File: src/hw/rtl/lhps_pkg.sv
// Shared types and constants for the LED / haptic pattern sequencer.
// No dependencies; imported by every module of the block.
package lhps_pkg;

   typedef enum logic [1:0] {
      REQ_TICK  = 2'd0,
      REQ_SET   = 2'd1,
      REQ_PULSE = 2'd2
   } lhps_req_type;

   typedef enum logic [2:0] {
      MODE_IDLE     = 3'd0,
      MODE_TRAIN    = 3'd1,
      MODE_CHARGING = 3'd2,
      MODE_ZONE     = 3'd3,
      MODE_HOLD     = 3'd4,
      MODE_DONE     = 3'd5,
      MODE_CALIB    = 3'd6,
      MODE_BATT_LOW = 3'd7
   } lhps_mode_type;

   localparam logic [1:0] CSR_IDLE_FLASH = 2'd0;
   localparam logic [1:0] CSR_IDLE_DARK  = 2'd1;
   localparam logic [1:0] CSR_LOW_BATT   = 2'd2;
   localparam logic [1:0] CSR_STRENGTH   = 2'd3;

   localparam logic [15:0] IDLE_FLASH_RST = 16'd80;
   localparam logic [15:0] IDLE_DARK_RST  = 16'd1920;
   localparam logic [15:0] LOW_BATT_RST   = 16'd150;
   localparam logic [7:0]  STRENGTH_RST   = 8'd200;

   typedef struct packed {
      logic [1:0]  kind;
      logic [31:0] now_ms;
      logic [2:0]  pattern;
      logic [15:0] pulse_count;
      logic [15:0] pulse_on_ms;
      logic [15:0] pulse_off_ms;
   } lhps_item_type;

   typedef struct packed {
      logic [15:0] idle_flash_ms;
      logic [15:0] idle_dark_ms;
      logic [15:0] low_battery_half_ms;
      logic [7:0]  vib_strength;
   } lhps_cfg_type;

   typedef struct packed {
      logic        start;
      logic [15:0] count;
      logic [15:0] on_ms;
      logic [15:0] off_ms;
   } lhps_train_type;

   // Preset vibration trains started by some set-pattern items.
   function automatic lhps_train_type lhps_preset(input lhps_mode_type mode);
      lhps_train_type t;
      t = '0;
      unique case (mode)
         MODE_ZONE:  t = '{start: 1'b1, count: 16'd1, on_ms: 16'd80,  off_ms: 16'd0};
         MODE_HOLD:  t = '{start: 1'b1, count: 16'd2, on_ms: 16'd120, off_ms: 16'd100};
         MODE_DONE:  t = '{start: 1'b1, count: 16'd3, on_ms: 16'd400, off_ms: 16'd200};
         MODE_CALIB: t = '{start: 1'b1, count: 16'd2, on_ms: 16'd100, off_ms: 16'd80};
         default:    t = '0;
      endcase
      return t;
   endfunction

endpackage

File: src/hw/rtl/led_haptic_pattern_sequencer.sv
// Top level of the LED / haptic pattern sequencer: input register, CSRs,
// result register. Depends on lhps_pkg, lhps_led and lhps_vib.
//
//   port group | direction | flow control
//   req_*      | in        | req_valid / req_stall
//   rsp_*      | out       | rsp_valid / rsp_stall
//   csr_*      | in        | csr_write, no back-pressure
//
// One item per cycle unless stalled; rsp_valid is set as the result register loads.
// The state update (32-bit adds and compares in each unit) sits between the
// input register and the result register and happens as the item moves on.
// Synchronous reset clears state and both valid bits and loads the CSR defaults.
// rsp_stall holds the result register; the input register still takes one
// more item, and req_stall rises only when both are full.
module led_haptic_pattern_sequencer (
   input  logic        clock,
   input  logic        reset,
   input  logic        req_valid,
   output logic        req_stall,
   input  logic [1:0]  req_type,
   input  logic [31:0] req_now_ms,
   input  logic [2:0]  req_pattern,
   input  logic [15:0] req_pulse_count,
   input  logic [15:0] req_pulse_on_ms,
   input  logic [15:0] req_pulse_off_ms,
   output logic        rsp_valid,
   input  logic        rsp_stall,
   output logic        rsp_led_on,
   output logic        rsp_vib_on,
   output logic [7:0]  rsp_vib_duty,
   output logic [15:0] rsp_pulses_left,
   input  logic        csr_write,
   input  logic [1:0]  csr_index,
   input  logic [15:0] csr_wdata
);
   import lhps_pkg::*;

   lhps_cfg_type  cfg_ff;
   logic          in_valid_ff;
   lhps_item_type item_ff;
   logic          advance;
   logic          led_level_in;
   logic          vib_level_in;
   logic [15:0]   remaining_in;
   logic          rsp_valid_ff;
   logic          led_on_ff;
   logic          vib_on_ff;
   logic [7:0]    vib_duty_ff;
   logic [15:0]   pulses_left_ff;

   assign advance   = in_valid_ff & (~rsp_valid_ff | ~rsp_stall);
   assign req_stall = in_valid_ff & ~advance;

   always_ff @(posedge clock) begin
      if (reset) begin
         cfg_ff <= '{idle_flash_ms: IDLE_FLASH_RST, idle_dark_ms: IDLE_DARK_RST,
                     low_battery_half_ms: LOW_BATT_RST, vib_strength: STRENGTH_RST};
      end else if (csr_write) begin
         unique case (csr_index)
            CSR_IDLE_FLASH: cfg_ff.idle_flash_ms       <= csr_wdata;
            CSR_IDLE_DARK:  cfg_ff.idle_dark_ms        <= csr_wdata;
            CSR_LOW_BATT:   cfg_ff.low_battery_half_ms <= csr_wdata;
            CSR_STRENGTH:   cfg_ff.vib_strength        <= csr_wdata[7:0];
            default: ;
         endcase
      end
   end

   always_ff @(posedge clock) begin
      if (reset) begin
         in_valid_ff <= 1'b0;
      end else if (~req_stall) begin
         in_valid_ff <= req_valid;
      end
   end

   always_ff @(posedge clock) begin
      if (req_valid & ~req_stall) begin
         item_ff <= '{kind: req_type, now_ms: req_now_ms, pattern: req_pattern,
                      pulse_count: req_pulse_count, pulse_on_ms: req_pulse_on_ms,
                      pulse_off_ms: req_pulse_off_ms};
      end
   end

   lhps_led u_led (
      .clock        (clock),
      .reset        (reset),
      .step         (advance),
      .item         (item_ff),
      .cfg          (cfg_ff),
      .led_level_in (led_level_in)
   );

   lhps_vib u_vib (
      .clock        (clock),
      .reset        (reset),
      .step         (advance),
      .item         (item_ff),
      .vib_level_in (vib_level_in),
      .remaining_in (remaining_in)
   );

   always_ff @(posedge clock) begin
      if (reset) begin
         rsp_valid_ff <= 1'b0;
      end else if (advance) begin
         rsp_valid_ff <= 1'b1;
      end else if (~rsp_stall) begin
         rsp_valid_ff <= 1'b0;
      end
   end

   always_ff @(posedge clock) begin
      if (advance) begin
         led_on_ff      <= led_level_in;
         vib_on_ff      <= vib_level_in;
         vib_duty_ff    <= vib_level_in ? cfg_ff.vib_strength : 8'd0;
         pulses_left_ff <= remaining_in;
      end
   end

   assign rsp_valid       = rsp_valid_ff;
   assign rsp_led_on      = led_on_ff;
   assign rsp_vib_on      = vib_on_ff;
   assign rsp_vib_duty    = vib_duty_ff;
   assign rsp_pulses_left = pulses_left_ff;

   a_duty_off : assert property (@(posedge clock) disable iff (reset)
      (rsp_valid && !rsp_vib_on) |-> (rsp_vib_duty == 8'd0))
      else $error("duty nonzero with motor off");

   a_stall_full : assert property (@(posedge clock) disable iff (reset)
      req_stall |-> (in_valid_ff && rsp_valid_ff && rsp_stall))
      else $error("input stalled while pipeline has room");

   a_moves_on : assert property (@(posedge clock) disable iff (reset)
      (in_valid_ff && !rsp_valid_ff) |=> rsp_valid)
      else $error("item did not reach result register");

endmodule

File: src/hw/rtl/lhps_led.sv
// LED pattern state: mode, LED level and blink deadline.
// Depends on lhps_pkg.
module lhps_led (
   input  logic                   clock,
   input  logic                   reset,
   input  logic                   step,
   input  lhps_pkg::lhps_item_type item,
   input  lhps_pkg::lhps_cfg_type  cfg,
   output logic                   led_level_in
);
   import lhps_pkg::*;

   lhps_mode_type mode_ff, mode_in;
   logic          led_level_ff;
   logic [31:0]   deadline_ff, deadline_in;
   logic          due;
   logic          flip;
   logic [15:0]   addend;
   logic [31:0]   sum;
   lhps_mode_type new_mode;

   assign due      = item.now_ms >= deadline_ff;
   assign flip     = ~led_level_ff;
   assign addend   = (mode_ff == MODE_IDLE) ? (flip ? cfg.idle_flash_ms : cfg.idle_dark_ms)
                                            : cfg.low_battery_half_ms;
   assign sum      = item.now_ms + {16'd0, addend};
   assign new_mode = lhps_mode_type'(item.pattern);

   always_comb begin
      mode_in      = mode_ff;
      led_level_in = led_level_ff;
      deadline_in  = deadline_ff;
      if (step) begin
         unique case (lhps_req_type'(item.kind))
            REQ_TICK: begin
               if ((mode_ff == MODE_IDLE || mode_ff == MODE_BATT_LOW) && due) begin
                  led_level_in = flip;
                  deadline_in  = sum;
               end
            end
            REQ_SET: begin
               mode_in = new_mode;
               if (new_mode == MODE_TRAIN) begin
                  led_level_in = 1'b1;
               end else if (new_mode == MODE_CHARGING) begin
                  led_level_in = 1'b0;
               end
            end
            default: ;
         endcase
      end
   end

   always_ff @(posedge clock) begin
      if (reset) begin
         mode_ff      <= MODE_IDLE;
         led_level_ff <= 1'b0;
         deadline_ff  <= '0;
      end else begin
         mode_ff      <= mode_in;
         led_level_ff <= led_level_in;
         deadline_ff  <= deadline_in;
      end
   end

endmodule

File: src/hw/rtl/lhps_vib.sv
// Vibration pulse-train state: level, remaining count, times, deadline.
// Depends on lhps_pkg.
module lhps_vib (
   input  logic                   clock,
   input  logic                   reset,
   input  logic                   step,
   input  lhps_pkg::lhps_item_type item,
   output logic                   vib_level_in,
   output logic [15:0]            remaining_in
);
   import lhps_pkg::*;

   logic           level_ff;
   logic [15:0]    remaining_ff;
   logic [15:0]    on_time_ff, on_time_in;
   logic [15:0]    off_time_ff, off_time_in;
   logic [31:0]    deadline_ff, deadline_in;
   logic           pending_ff, pending_in;
   logic [31:0]    sum_on, sum_off, eff_deadline;
   logic [15:0]    rem_dec;
   logic           due;
   lhps_train_type preset;

   assign sum_on       = item.now_ms + {16'd0, on_time_ff};
   assign sum_off      = item.now_ms + {16'd0, off_time_ff};
   // first tick after a train starts takes its deadline from that tick
   assign eff_deadline = pending_ff ? sum_on : deadline_ff;
   assign due          = item.now_ms >= eff_deadline;
   assign rem_dec      = remaining_ff - 16'd1;
   assign preset       = lhps_preset(lhps_mode_type'(item.pattern));

   always_comb begin
      vib_level_in = level_ff;
      remaining_in = remaining_ff;
      on_time_in   = on_time_ff;
      off_time_in  = off_time_ff;
      deadline_in  = deadline_ff;
      pending_in   = pending_ff;
      if (step) begin
         unique case (lhps_req_type'(item.kind))
            REQ_TICK: begin
               if (remaining_ff != 16'd0) begin
                  pending_in   = 1'b0;
                  deadline_in  = eff_deadline;
                  vib_level_in = level_ff | pending_ff;
                  if (due) begin
                     if (level_ff | pending_ff) begin
                        vib_level_in = 1'b0;
                        remaining_in = rem_dec;
                        if (rem_dec != 16'd0) begin
                           deadline_in = sum_off;
                        end
                     end else begin
                        vib_level_in = 1'b1;
                        deadline_in  = sum_on;
                     end
                  end
               end
            end
            REQ_SET: begin
               if (preset.start) begin
                  remaining_in = preset.count;
                  on_time_in   = preset.on_ms;
                  off_time_in  = preset.off_ms;
                  vib_level_in = 1'b1;
                  pending_in   = 1'b1;
               end
            end
            REQ_PULSE: begin
               remaining_in = item.pulse_count;
               on_time_in   = item.pulse_on_ms;
               off_time_in  = item.pulse_off_ms;
               vib_level_in = 1'b1;
               pending_in   = 1'b1;
            end
            default: ;
         endcase
      end
   end

   always_ff @(posedge clock) begin
      if (reset) begin
         level_ff     <= 1'b0;
         remaining_ff <= '0;
         on_time_ff   <= '0;
         off_time_ff  <= '0;
         deadline_ff  <= '0;
         pending_ff   <= 1'b0;
      end else begin
         level_ff     <= vib_level_in;
         remaining_ff <= remaining_in;
         on_time_ff   <= on_time_in;
         off_time_ff  <= off_time_in;
         deadline_ff  <= deadline_in;
         pending_ff   <= pending_in;
      end
   end

endmodule

File: config.mk
export PLATFORM = sky130hd
export DESIGN_NAME = led_haptic_pattern_sequencer
export DESIGN_NICKNAME = d
export VERILOG_FILES = /design/src/hw/rtl/lhps_pkg.sv /design/src/hw/rtl/led_haptic_pattern_sequencer.sv /design/src/hw/rtl/lhps_led.sv /design/src/hw/rtl/lhps_vib.sv
export SDC_FILE = /design/constraint.sdc
export NUM_CORES = 1
export LEC_CHECK = 0
export BUFFER_PORTS_ARGS = -buffer_cell sky130_fd_sc_hd__buf_2
export CAP_MARGIN = 20
export CORE_UTILIZATION = 60
export CTS_CLUSTER_DIAMETER = 150
export DETAILED_ROUTE_END_ITERATION = 12
export PLACE_DENSITY = 0.8
export SLEW_MARGIN = 20
export SYNTH_ARGS = -nofsm -noshare
export SYNTH_HDL_FRONTEND = slang
export SYNTH_SLANG_ARGS = --single-unit
File: constraint.sdc
create_clock -name clock -period 7.45 [get_ports clock]
set_clock_uncertainty 0.15 [all_clocks]
set_input_delay 1.49 -clock clock [delete_from_list [all_inputs] [get_ports clock]]
set_output_delay 1.49 -clock clock [all_outputs]
set_load 0.005 [all_outputs]
==> results of run 1 <==
[worst max-delay path, stage by stage, from the launching register on]
cell	delay, ps
sky130_fd_sc_hd__edfxtp_1	520
sky130_fd_sc_hd__ha_1	420
sky130_fd_sc_hd__a21o_1	200
sky130_fd_sc_hd__a21o_1	160
sky130_fd_sc_hd__a221o_1	380
sky130_fd_sc_hd__nor3_1	450
sky130_fd_sc_hd__a21o_1	410
sky130_fd_sc_hd__nor2_1	120
sky130_fd_sc_hd__xnor2_1	160
sky130_fd_sc_hd__o21a_1	190
sky130_fd_sc_hd__ha_1	290
sky130_fd_sc_hd__nand4_1	110
sky130_fd_sc_hd__nor4_1	430
sky130_fd_sc_hd__o211ai_1	180
sky130_fd_sc_hd__inv_1	130
sky130_fd_sc_hd__a21o_1	590
sky130_fd_sc_hd__nand3_1	150
sky130_fd_sc_hd__o311ai_0	150
sky130_fd_sc_hd__o221ai_1	400
sky130_fd_sc_hd__and3_1	340
[worst min path at each step]
| stage | cells past startpoint | to | slack, ps |
|---|---|---|---|
| after floorplan | 2 | u_vib.deadline_ff[0] | 280 |
| after global placement | 2 | u_vib.deadline_ff[0] | 290 |
| after detailed placement | 2 | u_vib.deadline_ff[0] | 300 |
| after CTS | 2 | u_vib.deadline_ff[2] | 310 |
| after global routing | 2 | cfg_ff[1] | 320 |
| final | 2 | u_vib.deadline_ff[2] | 300 |
[synth_stat cells (6+ instances only)]
| cell | n |
|---|---|
| sky130_fd_sc_hd__a211oi_1 | 17 |
| sky130_fd_sc_hd__a21o_1 | 45 |
| sky130_fd_sc_hd__a21oi_1 | 156 |
| sky130_fd_sc_hd__a221o_1 | 6 |
| sky130_fd_sc_hd__a22o_1 | 19 |
| sky130_fd_sc_hd__a22oi_1 | 29 |
| sky130_fd_sc_hd__a31o_2 | 13 |
| sky130_fd_sc_hd__a31oi_1 | 15 |
| sky130_fd_sc_hd__and2_1 | 22 |
| sky130_fd_sc_hd__and3_1 | 26 |
| sky130_fd_sc_hd__clkbuf_1 | 87 |
| sky130_fd_sc_hd__dfxtp_1 | 176 |
| sky130_fd_sc_hd__edfxtp_1 | 111 |
| sky130_fd_sc_hd__ha_1 | 120 |
| sky130_fd_sc_hd__inv_1 | 65 |
| sky130_fd_sc_hd__mux2i_1 | 44 |
| sky130_fd_sc_hd__nand2_1 | 201 |
| sky130_fd_sc_hd__nand2b_1 | 8 |
| sky130_fd_sc_hd__nand3_1 | 59 |
| sky130_fd_sc_hd__nand4_1 | 18 |
| sky130_fd_sc_hd__nor2_1 | 162 |
| sky130_fd_sc_hd__nor2b_1 | 15 |
| sky130_fd_sc_hd__nor3_1 | 34 |
| sky130_fd_sc_hd__nor4_1 | 17 |
| sky130_fd_sc_hd__o211ai_1 | 14 |
| sky130_fd_sc_hd__o21a_1 | 14 |
| sky130_fd_sc_hd__o21ai_0 | 87 |
| sky130_fd_sc_hd__o21bai_1 | 9 |
| sky130_fd_sc_hd__o221ai_1 | 7 |
| sky130_fd_sc_hd__o22ai_1 | 6 |
| sky130_fd_sc_hd__o31a_1 | 7 |
| sky130_fd_sc_hd__o41ai_1 | 6 |
| sky130_fd_sc_hd__or2_2 | 10 |
| sky130_fd_sc_hd__or3_1 | 8 |
| sky130_fd_sc_hd__or4_1 | 6 |
| sky130_fd_sc_hd__xnor2_1 | 49 |
| sky130_fd_sc_hd__xor2_1 | 20 |
[registers in the layout (all words and copies together), names as in the netlist, 3 cells and up]
register	cells
u_vib.remaining_ff	16
u_vib.deadline_ff	32
cfg_ff	56
u_led.deadline_ff	32
item_ff	85
rsp_vib_duty	8
u_vib.off_time_ff	16
u_led.mode_ff	3
u_vib.on_time_ff	16
rsp_pulses_left	16
[area by class of cell]
| class | count | area share |
|---|---|---|
| sequential | 287 | 0.3749 |
| tap | 341 | 0.02333 |
| clock inverter | 21 | 0.01286 |
| multi-input combinational | 1356 | 0.4864 |
| inverter | 65 | 0.01334 |
| timing repair buffer | 155 | 0.04549 |
| clock buffer | 35 | 0.04371 |
[per-stage QoR]
stage,cell area (um^2),util
after CTS,18290,0.6824
final,18290,0.6825
after global routing,18290,0.6825
after global placement,17250,0.6437
after floorplan,16340,-
after detailed placement,17250,0.6437
[cell families (layout without fill, tap and decap cells)]
family | after synthesis | after routing | synth area share
AND/OR/NAND/NOR | 607 | 607 | 0.1735
AO/OA/AOI/OAI | 509 | 509 | 0.2069
flip-flops | 287 | 287 | 0.4197
buffers and inverters | 160 | 276 | 0.03775
adder cells (fa/ha/maj) | 124 | 124 | 0.09619
XOR/XNOR | 69 | 69 | 0.03699
multiplexers | 47 | 47 | 0.02902
[where the power goes]
group | internal, mW | switching, mW
Clock | 0.912 | 0.657
Combinational | 0.227 | 0.378
Sequential | 1.70 | 0.0559
Total | 2.83 | 1.09
[metal layers]
| layer | global-route usage | vias to the layer above | wire [um] |
|---|---|---|---|
| met5 | 0 | - | 0 |
| met4 | 0.1151 | 0 | 1487 |
| met3 | 0.03612 | 120 | 3421 |
| met2 | 0.5385 | 630 | 21600 |
| met1 | 0.4298 | 6949 | 19380 |
| li1 | - | 6799 | - |
==> reports/qor.log, run 1 <==
INFO  layout         syn2layout_area_growth=11.95%
INFO  drt            post_drt_wl_per_cell=20.30um
INFO  clock_network  postCtsSetupRepairBufs=0
INFO  sta            grt_setup_unrepaired=no
INFO  pwr            fin_total_pwr=3.924mW
INFO  logic_synthesis synth_area=0.01634mm^2
INFO  sta            fin_crit=6178ps
INFO  setup_path     path_max_fanout=16
INFO  setup_path     worst-r2r-cell-count=19
INFO  logic_synthesis synth_enable_flop_cells=111
INFO  setup_path     critPathLaunchType=flop
INFO  setup_path     setup.worst_path.start=item_ff[62]
INFO  logic_synthesis netlist.area_leader.share=0.2157
INFO  global_routing grt_usage=0.3215
INFO  die            area_inside_the_core_boundary=0.02680mm^2
INFO  clock_network  post_cts_resize_count=0
INFO  min_path       worstHoldPathType=reg2reg
INFO  run            drv.max_cap_violation_count=0
INFO  drt            dr.pass1.iters=6
INFO  layout         seq_area=0.006858mm^2
INFO  setup_path     worst-r2r-setup-slack=1270ps
INFO  drt            via_count=14500
INFO  drt            antenna_violation_net_count_after_detailed_routing=0
INFO  sta            finalSetupViolations=0
INFO  drt            route.final.wire_length=45890um
INFO  drt            vias_per_instance=6.415
INFO  logic_synthesis dominantRegCellSynth=sky130_fd_sc_hd__dfxtp_1
INFO  logic_synthesis synthesis.yosys.warnings=0
INFO  clock_network  clock_latency=570ps
INFO  sta            fmax=161.9MHz
INFO  sta            slew_viol_final=0
INFO  setup_path     worst-setup-path-type=reg2reg
INFO  setup_path     rr_startpoint=item_ff[62]
INFO  layout         multi_input_area=0.008896mm^2
INFO  clock_network  clock_tree.root_cell=sky130_fd_sc_hd__clkbuf_16
INFO  global_routing grt_first_pass_wirelength=71640um
INFO  die            die_h=167.0um
INFO  logic_synthesis asyncSetResetFlopFracSynth=0
INFO  clock_network  cts-buffers-inserted=30
INFO  die            rows=60
INFO  die            boundaryPins=136
INFO  sta            max-slew-margin-rel=0.2488
INFO  sta            setup_tns=0ps
INFO  clock_network  clk_path_buf_depth=3
INFO  layout         diodes=0
INFO  layout         layout.cells.most_common=sky130_fd_sc_hd__nand2_1
INFO  die            initial_utilization=0.6096
INFO  clock_network  post_cts_hold_buffer_count=0
INFO  die            area_enclosed_by_the_die_boundary=0.02789mm^2
INFO  sta            fin_ws=1272ps
INFO  place          gpl.final_weighted_congestion=0.9500
INFO  layout         layoutNonFillerInstCount=2260
INFO  place          place_ws=1432ps
INFO  global_routing overflow_after_grt=0
INFO  place          port_buffers=135
INFO  setup_path     critical_path_end=rsp_vib_duty[4]
INFO  logic_synthesis area_leader_netlist=sky130_fd_sc_hd__dfxtp_1
INFO  drt            detail_route.iter0.violations=1394
INFO  logic_synthesis synth_sequential_area_ratio=0.4197
INFO  logic_synthesis synth_cells=1803
INFO  die            die_w=167.0um
INFO  layout         nFillCells=2116
INFO  logic_synthesis post_synth_main_area_contributors=sky130_fd_sc_hd__dfxtp_1 (22%), sky130_fd_sc_hd__edfxtp_1 (20%), sky130_fd_sc_hd__ha_1 (9.2%)
INFO  setup_path     cp-end-kind=flop
INFO  logic_synthesis yosys_register_bits=287
INFO  sta            final_hold_viol_count=0
INFO  setup_path     timing.critical_path.arrival=6350ps
INFO  global_routing grt_start_max_net_pins=86
INFO  clock_network  cts_tree=yes
INFO  min_path       holdCritStartpoint=u_vib.deadline_ff[2]
INFO  layout         design.final.nets=2126
INFO  clock_network  worst_setup_hold_path_clk_slew=60ps
INFO  sta            tightestPinTransition=1127ps
INFO  layout         mostFrequentLayoutCells=sky130_fd_sc_hd__nand2_1 (201), sky130_fd_sc_hd__dfxtp_1 (175), sky130_fd_sc_hd__nor2_1 (162)
INFO  pwr            power.leakage=7.385nW
INFO  pwr            power-per-cell-area=214.5mW/mm^2
INFO  clock_network  numClockSinks=287
INFO  run_status     run_status=finished clean
INFO  sta            min_period_over_period=0.8293
INFO  clock_network  h_tree_lvl_count=1
INFO  layout         drive_above_1_share=0.1298
INFO  logic_synthesis avgSynthCellArea=9.062um^2
INFO  logic_synthesis post_synth_num_cell_types=83
INFO  setup_path     endpoint_required_time_on_the_critical_path=7630ps
INFO  pwr            vdd.ir_drop.worst=189.3uV
INFO  setup_path     r2r-end=rsp_vib_duty[4]
INFO  place          dp_cells=2204
INFO  sta            whs=304.7ps
INFO  drt            drt_drc_violations_left=0
INFO  logic_synthesis synthesis.nets=2034
INFO  global_routing grt_antenna_before_repair=0
INFO  place          dpl.hpwl=31790um
INFO  global_routing number_of_global_route_vias_before_repair=13550
(Power assumes the default switching activity.)
==> inputs of run 2 (changes only) <==
--- a/config.mk
+++ b/config.mk
@@ -7,10 +7,10 @@
 export LEC_CHECK = 0
 export BUFFER_PORTS_ARGS = -buffer_cell sky130_fd_sc_hd__buf_2
 export CAP_MARGIN = 20
-export CORE_UTILIZATION = 60
+export CORE_UTILIZATION = 55
 export CTS_CLUSTER_DIAMETER = 150
 export DETAILED_ROUTE_END_ITERATION = 12
-export PLACE_DENSITY = 0.8
+export PLACE_DENSITY = 0.77
 export SLEW_MARGIN = 20
 export SYNTH_ARGS = -nofsm -noshare
 export SYNTH_HDL_FRONTEND = slang
==> constraint.sdc (replaced) <==
create_clock -name clock -period 5 [get_ports clock]
set_clock_uncertainty 0.15 [all_clocks]
set_input_delay 1 -clock clock [delete_from_list [all_inputs] [get_ports clock]]
set_output_delay 1 -clock clock [all_outputs]
set_load 0.005 [all_outputs]
==> reports/qor.log, run 2 (same netlist as run 1, synthesis figures left out) <==
INFO  layout         drive_above_1_share=0.2250
INFO  pwr            power.leakage=8.244nW
INFO  clock_network  clk_path_buf_depth=3
INFO  setup_path     endpoint_required_time_on_the_critical_path=5320ps
INFO  global_routing grt_start_max_net_pins=99
INFO  layout         layoutNonFillerInstCount=2442
INFO  die            die_w=174.4um
INFO  sta            fin_crit=5198ps
INFO  min_path       worstHoldPathType=reg2reg
INFO  global_routing number_of_global_route_vias_before_repair=14290
INFO  layout         max_flop_register=item_ff
INFO  sta            slew_viol_final=0
INFO  global_routing grt_usage=0.3120
INFO  die            area_enclosed_by_the_die_boundary=0.03040mm^2
INFO  drt            detail_route.iter0.violations=1321
INFO  layout         nFillCells=2198
INFO  clock_network  clock_latency=590ps
INFO  drt            antenna_violation_net_count_after_detailed_routing=0
INFO  place          port_buffers=135
INFO  setup_path     critical-path-max-stage-delay=450ps
INFO  sta            setup_tns=-3076ps
INFO  pwr            power-per-cell-area=305.9mW/mm^2
INFO  sta            max-slew-margin-rel=0.2201
INFO  sta            min_period_over_period=1.040
INFO  clock_network  cts-buffers-inserted=31
INFO  clock_network  numClockSinks=287
INFO  clock_network  h_tree_lvl_count=1
INFO  die            rows=62
INFO  drt            drt_drc_violations_left=0
INFO  place          dp_cells=2349
INFO  setup_path     worst_path_dominant_cell_family=compound AO/OA/AOI/OAI gates
INFO  global_routing grt_antenna_before_repair=0
INFO  layout         diodes=0
INFO  layout         mostFrequentLayoutCells=sky130_fd_sc_hd__nand2_1 (201), sky130_fd_sc_hd__dfxtp_1 (174), sky130_fd_sc_hd__nor2_1 (157)
INFO  sta            fmax=192.4MHz
INFO  die            boundaryPins=136
INFO  layout         design.final.nets=2264
INFO  drt            via_count=15040
INFO  sta            tightestPinTransition=1170ps
INFO  pwr            fin_total_pwr=6.175mW
INFO  place          placedInstanceArea=0.01813mm^2
INFO  run_status     run_status=complete, but fails checks
INFO  global_routing overflow_after_grt=0
INFO  place          gpl.final_weighted_congestion=0.9854
INFO  setup_path     worst-setup-path-type=reg2reg
INFO  clock_network  post_cts_hold_buffer_count=0
INFO  sta            whs=303.6ps
INFO  run_status     failed_checks=negative setup slack
INFO  layout         reg_top3=item_ff: 85 flops, cfg_ff: 56 flops
INFO  setup_path     critPathLaunchType=flop
INFO  place          dpl.hpwl=34370um
INFO  setup_path     path_max_fanout=7
INFO  run            drv.max_cap_violation_count=0
INFO  clock_network  clock_tree.root_cell=sky130_fd_sc_hd__clkbuf_16
INFO  layout         largest_reg_flops=85
INFO  clock_network  cts_tree=yes
INFO  setup_path     slowest_stage=sky130_fd_sc_hd__edfxtp_1
INFO  drt            dr.pass1.iters=5
INFO  layout         final_cell_area=0.02019mm^2
INFO  sta            final_hold_viol_count=0
INFO  setup_path     cpMostUsedCell=sky130_fd_sc_hd__buf_6
INFO  sta            finalSetupViolations=41
INFO  layout         layout.cells.most_common=sky130_fd_sc_hd__nand2_1
INFO  die            initial_utilization=0.5646
INFO  drt            vias_per_instance=6.161
INFO  layout         multi_input_area=0.009465mm^2
INFO  sta            grt_setup_unrepaired=yes
INFO  layout         seq_area=0.006859mm^2
INFO  sta            fin_ws=-197.7ps
INFO  die            die_h=174.4um
INFO  drt            post_drt_wl_per_cell=20.30um
INFO  clock_network  worst_setup_hold_path_clk_slew=60ps
INFO  setup_path     cp-end-kind=flop
INFO  global_routing grt_first_pass_wirelength=75490um
INFO  die            area_inside_the_core_boundary=0.02894mm^2
INFO  drt            route.final.wire_length=49570um
INFO  pwr            vdd.ir_drop.worst=262.7uV
INFO  setup_path     timing.critical_path.arrival=5520ps
INFO  setup_path     critPathBufInv=8
INFO  layout         syn2layout_area_growth=23.55%
==> run 2: cell types whose count changed in the layout (fill, tap and decap cells not counted), sizes merged <==
cell / change
clkinv: -9
buf: +135
inv: -2
bufinv: -1
clkbuf: +16
==> run 2: power by group <==
group          switching, mW  total [mW]  internal (mW)
clock network          0.973        2.44           1.47
registers             0.0548        2.58           2.53
logic                  0.673        1.15          0.478
total                   1.70        6.18           4.47
==> run 2: through the flow <==
stage	setup WS [ps]	utilization
detailed placement	-350.6	0.6264
CTS	-66.08	0.6740
floorplan	34.87	-
global placement	-211.5	0.6264
global route	-352.0	0.6976
finish	-197.7	0.6976
==> run 2: layout make-up <==
| class | count | share of cell area |
|---|---|---|
| Timing Repair Buffer | 292 | 0.1008 |
| Tap cell | 384 | 0.02380 |
| Clock buffer | 49 | 0.04736 |
| Inverter | 65 | 0.01209 |
| Multi-Input combinational cell | 1356 | 0.4689 |
| Clock inverter | 9 | 0.007252 |
| Sequential cell | 287 | 0.3398 |
==> run 2: repair_timing <==
item / 4_1_cts / 5_1_grt
cloned: 0 / 3
hold endpoints to repair: 0 / 0
gates resized for setup: 34 / 107
buffers inserted: 14 / 19
pin swaps: 24 / 57
setup endpoints to repair: 73 / 74
==> run 2: final timing paths <==
kind / from / to / slack, ps / cells past startpoint
worst max-delay path: item_ff[55] / u_vib.remaining_ff[3] / -200 / 26
worst min-delay path: u_vib.deadline_ff[18] / u_vib.deadline_ff[18] / 300 / 2
worst max register to register: item_ff[55] / u_vib.remaining_ff[3] / -200 / 26
worst min register to register: u_vib.deadline_ff[18] / u_vib.deadline_ff[18] / 300 / 2
==> run 2: worst register-to-register path, cell delays in order (launching register included) <==
cell and delay (ps):
sky130_fd_sc_hd__edfxtp_1 450, sky130_fd_sc_hd__ha_4 280, sky130_fd_sc_hd__buf_6 120, sky130_fd_sc_hd__buf_6 120
sky130_fd_sc_hd__a221oi_4 310, sky130_fd_sc_hd__buf_4 170, sky130_fd_sc_hd__o211ai_1 100, sky130_fd_sc_hd__and2_4 180
sky130_fd_sc_hd__a21oi_4 220, sky130_fd_sc_hd__buf_12 180, sky130_fd_sc_hd__nor3_4 50, sky130_fd_sc_hd__xnor2_2 160
sky130_fd_sc_hd__nor2_1 150, sky130_fd_sc_hd__a21oi_2 50, sky130_fd_sc_hd__ha_1 320, sky130_fd_sc_hd__nand4_1 180
sky130_fd_sc_hd__nor4_4 340, sky130_fd_sc_hd__o211ai_1 180, sky130_fd_sc_hd__inv_2 130, sky130_fd_sc_hd__a21o_4 180
sky130_fd_sc_hd__buf_4 120, sky130_fd_sc_hd__buf_6 80, sky130_fd_sc_hd__buf_6 110, sky130_fd_sc_hd__and4_1 190
sky130_fd_sc_hd__o21ai_1 60, sky130_fd_sc_hd__a221o_1 350, sky130_fd_sc_hd__and2_1 150
==> run 2: metal layers <==
| metal | wire [um] | part of all wire | global-route usage | up-vias |
|---|---|---|---|---|
| met1 | 20610 | 0.42 | 0.4076 | 7198 |
| met5 | 0 | 0 | 0 | - |
| met4 | 1647 | 0.033 | 0.1031 | 0 |
| met3 | 3672 | 0.074 | 0.04506 | 126 |
| li1 | - | - | - | 7079 |
| met2 | 23640 | 0.48 | 0.5286 | 641 |
